===== src/design/sfd_pkg.sv =====
// Shared types and constants for the SLIP frame decoder.
// No dependencies; imported by sfd_decode and slip_frame_decoder.
package sfd_pkg;

    localparam int MAX_PACKET = 256;

    localparam int BYTE_W = 8;
    localparam int LEN_W  = 9;
    localparam int IDX_W  = 3;

    // Configuration register indexes
    localparam logic [IDX_W-1:0] REG_START_CODE   = 3'd0;
    localparam logic [IDX_W-1:0] REG_END_CODE     = 3'd1;
    localparam logic [IDX_W-1:0] REG_ESCAPE_CODE  = 3'd2;
    localparam logic [IDX_W-1:0] REG_ESC_START    = 3'd3;
    localparam logic [IDX_W-1:0] REG_ESC_END      = 3'd4;
    localparam logic [IDX_W-1:0] REG_ESC_ESCAPE   = 3'd5;
    localparam logic [IDX_W-1:0] REG_MAX_LENGTH   = 3'd6;

    // Result kinds
    localparam logic [1:0] KIND_BYTE = 2'd0;
    localparam logic [1:0] KIND_END  = 2'd1;
    localparam logic [1:0] KIND_DROP = 2'd2;

    // Drop causes
    localparam logic [1:0] CAUSE_NONE   = 2'd0;
    localparam logic [1:0] CAUSE_START  = 2'd1;
    localparam logic [1:0] CAUSE_ESCAPE = 2'd2;

    typedef enum logic [1:0] {
        PH_HUNT  = 2'd0,
        PH_FRAME = 2'd1,
        PH_ESC   = 2'd2
    } phase_t;

    typedef struct packed {
        logic [BYTE_W-1:0] start_code;
        logic [BYTE_W-1:0] end_code;
        logic [BYTE_W-1:0] escape_code;
        logic [BYTE_W-1:0] escaped_start_code;
        logic [BYTE_W-1:0] escaped_end_code;
        logic [BYTE_W-1:0] escaped_escape_code;
        logic [LEN_W-1:0]  max_length;
    } cfg_t;

    typedef struct packed {
        logic [1:0]        kind;
        logic [BYTE_W-1:0] payload_byte;
        logic [LEN_W-1:0]  position;
        logic              last;
        logic [1:0]        drop_cause;
    } result_t;

endpackage


===== src/design/slip_frame_decoder.sv =====
// SLIP frame decoder top level: config registers, frame state, output buffer.
// Depends on sfd_pkg and sfd_decode.
//
// Takes one received byte per cycle while s_ready is high and gives at most one
// result per byte. The frame phase and byte count update on the clock edge that
// accepts the byte; its result is registered into the output buffer and shown on
// the m_ channel once any result ahead of it has gone. Results go through a
// two-entry output buffer, so s_ready depends only on buffer occupancy and input
// keeps flowing while one result waits on m_ready; s_ready falls only when both
// entries are full. Configuration writes are always ready and should be issued
// while no transactions are in flight.
module slip_frame_decoder (
    input  logic                        aclk,
    input  logic                        aresetn,

    input  logic                        cfg_valid,
    output logic                        cfg_ready,
    input  logic [sfd_pkg::IDX_W-1:0]   cfg_index,
    input  logic [sfd_pkg::LEN_W-1:0]   cfg_data,

    input  logic                        s_valid,
    output logic                        s_ready,
    input  logic [sfd_pkg::BYTE_W-1:0]  s_rx_byte,

    output logic                        m_valid,
    input  logic                        m_ready,
    output logic [1:0]                  m_kind,
    output logic [sfd_pkg::BYTE_W-1:0]  m_payload_byte,
    output logic [sfd_pkg::LEN_W-1:0]   m_position,
    output logic                        m_last,
    output logic [1:0]                  m_drop_cause
);
    import sfd_pkg::*;

    cfg_t             cfg_reg;
    phase_t           phase_reg;
    phase_t           phase_next;
    logic [LEN_W-1:0] byte_count_reg;
    logic [LEN_W-1:0] byte_count_next;
    logic             dec_emit;
    result_t          dec_res;

    result_t          out_reg;
    logic             out_valid_reg;
    result_t          skid_reg;
    logic             skid_valid_reg;

    logic             accept;
    logic             push;
    logic             pop;

    assign cfg_ready = 1'b1;
    assign s_ready   = !skid_valid_reg;
    assign accept    = s_valid && s_ready;
    assign push      = accept && dec_emit;
    assign pop       = out_valid_reg && m_ready;

    always_ff @(posedge aclk) begin
        if (!aresetn) begin
            cfg_reg.start_code          <= 8'd193;
            cfg_reg.end_code            <= 8'd192;
            cfg_reg.escape_code         <= 8'd219;
            cfg_reg.escaped_start_code  <= 8'd222;
            cfg_reg.escaped_end_code    <= 8'd220;
            cfg_reg.escaped_escape_code <= 8'd221;
            cfg_reg.max_length          <= LEN_W'(MAX_PACKET);
        end else if (cfg_valid && cfg_ready) begin
            unique case (cfg_index)
                REG_START_CODE:  cfg_reg.start_code          <= cfg_data[BYTE_W-1:0];
                REG_END_CODE:    cfg_reg.end_code            <= cfg_data[BYTE_W-1:0];
                REG_ESCAPE_CODE: cfg_reg.escape_code         <= cfg_data[BYTE_W-1:0];
                REG_ESC_START:   cfg_reg.escaped_start_code  <= cfg_data[BYTE_W-1:0];
                REG_ESC_END:     cfg_reg.escaped_end_code    <= cfg_data[BYTE_W-1:0];
                REG_ESC_ESCAPE:  cfg_reg.escaped_escape_code <= cfg_data[BYTE_W-1:0];
                REG_MAX_LENGTH:  cfg_reg.max_length          <= cfg_data;
                default: ;
            endcase
        end
    end

    sfd_decode u_decode (
        .rx_byte         (s_rx_byte),
        .phase           (phase_reg),
        .byte_count      (byte_count_reg),
        .cfg             (cfg_reg),
        .phase_next      (phase_next),
        .byte_count_next (byte_count_next),
        .emit            (dec_emit),
        .res             (dec_res)
    );

    always_ff @(posedge aclk) begin
        if (!aresetn) begin
            phase_reg      <= PH_HUNT;
            byte_count_reg <= '0;
        end else if (accept) begin
            phase_reg      <= phase_next;
            byte_count_reg <= byte_count_next;
        end
    end

    // two-entry output buffer; skid only fills when the head is stalled
    always_ff @(posedge aclk) begin
        if (!aresetn) begin
            out_valid_reg  <= 1'b0;
            skid_valid_reg <= 1'b0;
        end else begin
            priority if (skid_valid_reg) begin
                if (pop) begin
                    skid_valid_reg <= 1'b0;
                end
            end else if (push) begin
                if (out_valid_reg && !pop) begin
                    skid_valid_reg <= 1'b1;
                end else begin
                    out_valid_reg <= 1'b1;
                end
            end else if (pop) begin
                out_valid_reg <= 1'b0;
            end
        end
    end

    always_ff @(posedge aclk) begin
        priority if (skid_valid_reg) begin
            if (pop) begin
                out_reg <= skid_reg;
            end
        end else if (push) begin
            if (out_valid_reg && !pop) begin
                skid_reg <= dec_res;
            end else begin
                out_reg <= dec_res;
            end
        end
    end

    assign m_valid        = out_valid_reg;
    assign m_kind         = out_reg.kind;
    assign m_payload_byte = out_reg.payload_byte;
    assign m_position     = out_reg.position;
    assign m_last         = out_reg.last;
    assign m_drop_cause   = out_reg.drop_cause;

    a_skid_behind_head: assert property (@(posedge aclk) disable iff (!aresetn)
        skid_valid_reg |-> out_valid_reg)
        else $error("skid entry held with empty head");

    a_last_closes_frame: assert property (@(posedge aclk) disable iff (!aresetn)
        push && dec_res.last |=> phase_reg == PH_HUNT && byte_count_reg == '0)
        else $error("frame not closed after last byte");

    a_count_bounded: assert property (@(posedge aclk) disable iff (!aresetn)
        {1'b0, byte_count_reg} < (LEN_W+1)'(MAX_PACKET))
        else $error("byte count reached packet limit");

    a_end_nonempty: assert property (@(posedge aclk) disable iff (!aresetn)
        m_valid && m_kind == KIND_END |-> m_position != '0)
        else $error("end of packet reported with zero length");

endmodule


===== src/design/sfd_decode.sv =====
// Per-byte decode: next phase, next byte count and the result of one byte.
// Purely combinational; depends on sfd_pkg.
module sfd_decode (
    input  logic [sfd_pkg::BYTE_W-1:0] rx_byte,
    input  sfd_pkg::phase_t            phase,
    input  logic [sfd_pkg::LEN_W-1:0]  byte_count,
    input  sfd_pkg::cfg_t              cfg,
    output sfd_pkg::phase_t            phase_next,
    output logic [sfd_pkg::LEN_W-1:0]  byte_count_next,
    output logic                       emit,
    output sfd_pkg::result_t           res
);
    import sfd_pkg::*;

    localparam logic [LEN_W:0] MAX_LIMIT = (LEN_W+1)'(MAX_PACKET);

    logic [LEN_W:0]    limit;
    logic [LEN_W:0]    count_inc;
    logic              reach;
    logic              escaped_hit;
    logic [BYTE_W-1:0] escaped_val;
    logic              plain_byte;

    // zero acts as one, anything above the packet buffer size is clamped
    always_comb begin
        priority if (cfg.max_length == '0) begin
            limit = (LEN_W+1)'(1);
        end else if ({1'b0, cfg.max_length} > MAX_LIMIT) begin
            limit = MAX_LIMIT;
        end else begin
            limit = {1'b0, cfg.max_length};
        end
    end

    assign count_inc = {1'b0, byte_count} + (LEN_W+1)'(1);
    assign reach     = (count_inc >= limit);

    always_comb begin
        escaped_hit = 1'b1;
        priority if (rx_byte == cfg.escaped_start_code) begin
            escaped_val = cfg.start_code;
        end else if (rx_byte == cfg.escaped_end_code) begin
            escaped_val = cfg.end_code;
        end else if (rx_byte == cfg.escaped_escape_code) begin
            escaped_val = cfg.escape_code;
        end else begin
            escaped_val = '0;
            escaped_hit = 1'b0;
        end
    end

    always_comb begin
        phase_next      = phase;
        byte_count_next = byte_count;
        emit            = 1'b0;
        plain_byte      = 1'b0;
        res             = '0;

        unique case (phase)
            PH_FRAME: begin
                priority if (rx_byte == cfg.start_code) begin
                    byte_count_next = '0;
                    emit            = 1'b1;
                    res.kind        = KIND_DROP;
                    res.drop_cause  = CAUSE_START;
                end else if (rx_byte == cfg.end_code) begin
                    // empty frame: end code ignored
                    if (byte_count != '0) begin
                        byte_count_next = '0;
                        phase_next      = PH_HUNT;
                        emit            = 1'b1;
                        res.kind        = KIND_END;
                        res.position    = byte_count;
                    end
                end else if (rx_byte == cfg.escape_code) begin
                    phase_next = PH_ESC;
                end else begin
                    plain_byte = 1'b1;
                end
            end
            PH_ESC: begin
                if (escaped_hit) begin
                    plain_byte = 1'b1;
                end else begin
                    byte_count_next = '0;
                    phase_next      = PH_FRAME;
                    emit            = 1'b1;
                    res.kind        = KIND_DROP;
                    res.drop_cause  = CAUSE_ESCAPE;
                end
            end
            default: begin
                phase_next = PH_HUNT;
                if (rx_byte == cfg.start_code) begin
                    phase_next      = PH_FRAME;
                    byte_count_next = '0;
                end
            end
        endcase

        if (plain_byte) begin
            emit             = 1'b1;
            res.kind         = KIND_BYTE;
            res.payload_byte = (phase == PH_ESC) ? escaped_val : rx_byte;
            res.position     = byte_count;
            if (reach) begin
                res.last        = 1'b1;
                byte_count_next = '0;
                phase_next      = PH_HUNT;
            end else begin
                byte_count_next = count_inc[LEN_W-1:0];
                phase_next      = PH_FRAME;
            end
        end
    end

endmodule

===== config.mk =====
export PLATFORM = sky130hd
export DESIGN_NAME = slip_frame_decoder
export DESIGN_NICKNAME = d
export VERILOG_FILES = /design/src/design/sfd_pkg.sv /design/src/design/slip_frame_decoder.sv /design/src/design/sfd_decode.sv
export SDC_FILE = /design/constraint.sdc
export NUM_CORES = 1
export LEC_CHECK = 0
export ABC_AREA = 1
export BUFFER_PORTS_ARGS = -buffer_cell sky130_fd_sc_hd__buf_2
export CAP_MARGIN = 20
export CORE_MARGIN = 2
export CORE_UTILIZATION = 30
export DETAILED_ROUTE_END_ITERATION = 7
export PLACE_DENSITY = 0.53
export RECOVER_POWER = 50
export SLEW_MARGIN = 40
export SYNTH_ARGS = -nofsm -noshare
export SYNTH_HDL_FRONTEND = slang
export SYNTH_SLANG_ARGS = --single-unit

===== constraint.sdc =====
create_clock -name aclk -period 3.6 [get_ports aclk]
set_input_delay 0.9 -clock aclk [delete_from_list [all_inputs] [get_ports aclk]]
set_output_delay 0.9 -clock aclk [all_outputs]
set_load 0.005 [all_outputs]

==> results.ini <==
[pwr]
p_sw_frac=0.2766
internal_power_uw=2649
p_clk_frac=0.471
p_seq_frac=0.389
p_leak_uw=0.003200
peakVddDrop_uv=352.1
power_density_nw_per_um2=493.9
pwr-share-comb=0.140
p_switching_uw=1013
power.total_uw=3661

[finish]
layout_common_cells=nand2_1 (253), nor2_1 (89), inv_1 (80), dfxtp_1 (70), o21ai_0 (53)
diodes=0
fin_nets=926
final_common_cell=nand2_1
drive_gt1_frac=0.1321
stdcell_count=1176
largest_reg_flops=57
area_growth_pct=15.86
final_util=0.3538
fin_area_um2=7413

[yosys]
ys_ff_latch=114
avgSynthCellArea_um2=7.581
ys_types=43
synth_cells=844
ys_warn_count=0
synth_nets=882
syn_area_um2=6399
yosysSeqAreaShare=0.4255

[detailed_routing]
avgRoutedWirePerCell_um=14.10
drc=0
wirelength_mm=16.58
vias=5427
postRouteAntennaNets=0
viasPerCell=4.615
drtIter0Drc=308
first_pass_iters=5

[timing]
min_period_ns=3.129
finalClockSkew_ns=0.009612
grt_setup_unrepaired=false
tightestPinTransition_ns=1.449
slew_headroom=0.03431
fin_setup_tns_ns=0
finalHoldViolCount=0
fin_crit_sh=0.8692
drv_slew=0
setup_violations=0
fmax_mhz=319.6

[critical_path]
end_kind=flip-flop
cp.required_ns=3.91
cp_max_fo=23
worst-setup-path-type=primary input to flip-flop
arrival_ns=3.43
start_kind=primary input

[cts]
postCtsSetupBuffers=0
htree_levels=4
root_buffer=clkbuf_16
cts.sinks=114
ctsHoldBuffers=0
clockBufferDepth=2
cts_resized=0
cts_tree=built
clk_latency_ns=0.42
cts_buffers=17
clk_pin_slew_ns=0.06

[floorplan]
ios=50
rows=53
die_area_um2=22510
dieHeight_um=150.0
core-area_um2=20960
initial_core_util=0.3053
die_w_um=150.0

[global_route]
top_usage_layer=met2
use_met3=0.04268
grt_overflow=0
grtUsageTotal=0.1577
antenna_found_initial=0
use_met1=0.2204
grt_start_max_net_pins=40
grt_pass1_wl_mm=27.36
grtUsageMet2=0.2345
grt_pass1_vias=5127

[job]
cap_violations=0

[placement]
dp.cells=1144
io_buffers=48
gp_congestion=0.8721
dpl.hpwl_mm=12.22
place_area_um2=6883

[min_path]
hp-class=flip-flop to flip-flop

[run_status]
status=finished clean

power groups by stage:
stage          combinational [uW]  clock (uW)  sequential (uW)
6_report                      513        1720             1430
5_1_grt                       585        1830             1430
4_1_cts                       524        1770             1430
3_5_place_dp                  521           0             1450
3_3_place_gp                  522           0             1450
2_1_floorplan                 395           0             1440
final timing paths:
path / cells after the start / slack, ns / from / end
worst max-delay path: 15 / 0.47 / s_rx_byte[6] / byte_count_reg[3]
worst min-delay path: 2 / 0.48 / cfg_reg[22] / cfg_reg[22]
worst max register to register: 20 / 0.64 / byte_count_reg[1] / byte_count_reg[6]
worst min register to register: 2 / 0.48 / cfg_reg[22] / cfg_reg[22]
cell families after synthesis:
| logic type | synth area share |
|---|---|
| AND/OR/NAND/NOR | 0.3195 |
| flip-flops | 0.4255 |
| adder cells (fa/ha/maj) | 0.02542 |
| AO/OA/AOI/OAI | 0.1052 |
| other | 0.0005861 |
| XOR/XNOR | 0.03344 |
| buffers and inverters | 0.09034 |
layout make-up:
cell class                      count  area [um^2]
Clock buffer                       17        425.4
Inverter                           92        347.8
Tap cell                          275        344.1
Multi-Input combinational cell    600         3069
Sequential cell                   114         2723
Clock inverter                     15        181.4
Timing Repair Buffer               63        322.8
Fill cell                        2293        13540
layer usage:
metal / share of wire / vias to the layer above
li1: - / 2840
met1: 0.50 / 2448
met2: 0.43 / 120
met3: 0.052 / 19
met4: 0.019 / 0
met5: 0 / -
metrics by stage:
step           setup slack, ns  hold slack, ns
6_report                0.4709          0.4792
5_1_grt                 0.2361          0.4972
4_1_cts                 0.6559          0.4780
3_5_place_dp            0.4029          0.4671
3_3_place_gp            0.4407          0.4620
2_1_floorplan          0.08181          0.4439
Yosys cell counts, drive strengths merged:
cell type | instances | share of area
nand3b | 2 | 0.0023
clkinv | 2 | 0.0012
o21ai | 56 | 0.048
a21oi | 44 | 0.036
nor4 | 2 | 0.0020
a21boi | 1 | 0.0012
clkbuf | 19 | 0.011
ha | 13 | 0.025
inv | 90 | 0.053
xnor2 | 18 | 0.029
a211oi | 1 | 0.0012
nor2 | 94 | 0.062
nor3 | 21 | 0.031
nand2 | 259 | 0.16
nand4 | 20 | 0.020
nand3 | 49 | 0.043
o21bai | 1 | 0.0012
edfxtp | 44 | 0.21
o211ai | 15 | 0.018
conb | 1 | 0.00059
dfxtp | 70 | 0.22
xor2 | 3 | 0.0041
buf | 19 | 0.025
critical path, stage by stage:
cell      delay, ns
clkbuf_1       0.39
inv_2          0.08
nand2_1        0.08
nand4_1        0.10
nor2_1         0.18
nand2_1        0.22
nand3_1        0.29
nand2_8        0.12
nand2_8        0.16
buf_4          0.32
nand3_4        0.23
nand2_1        0.17
nand2_1        0.06
nand2_1        0.05
nor2_1         0.06
Power figures use the tool's default switching activity.
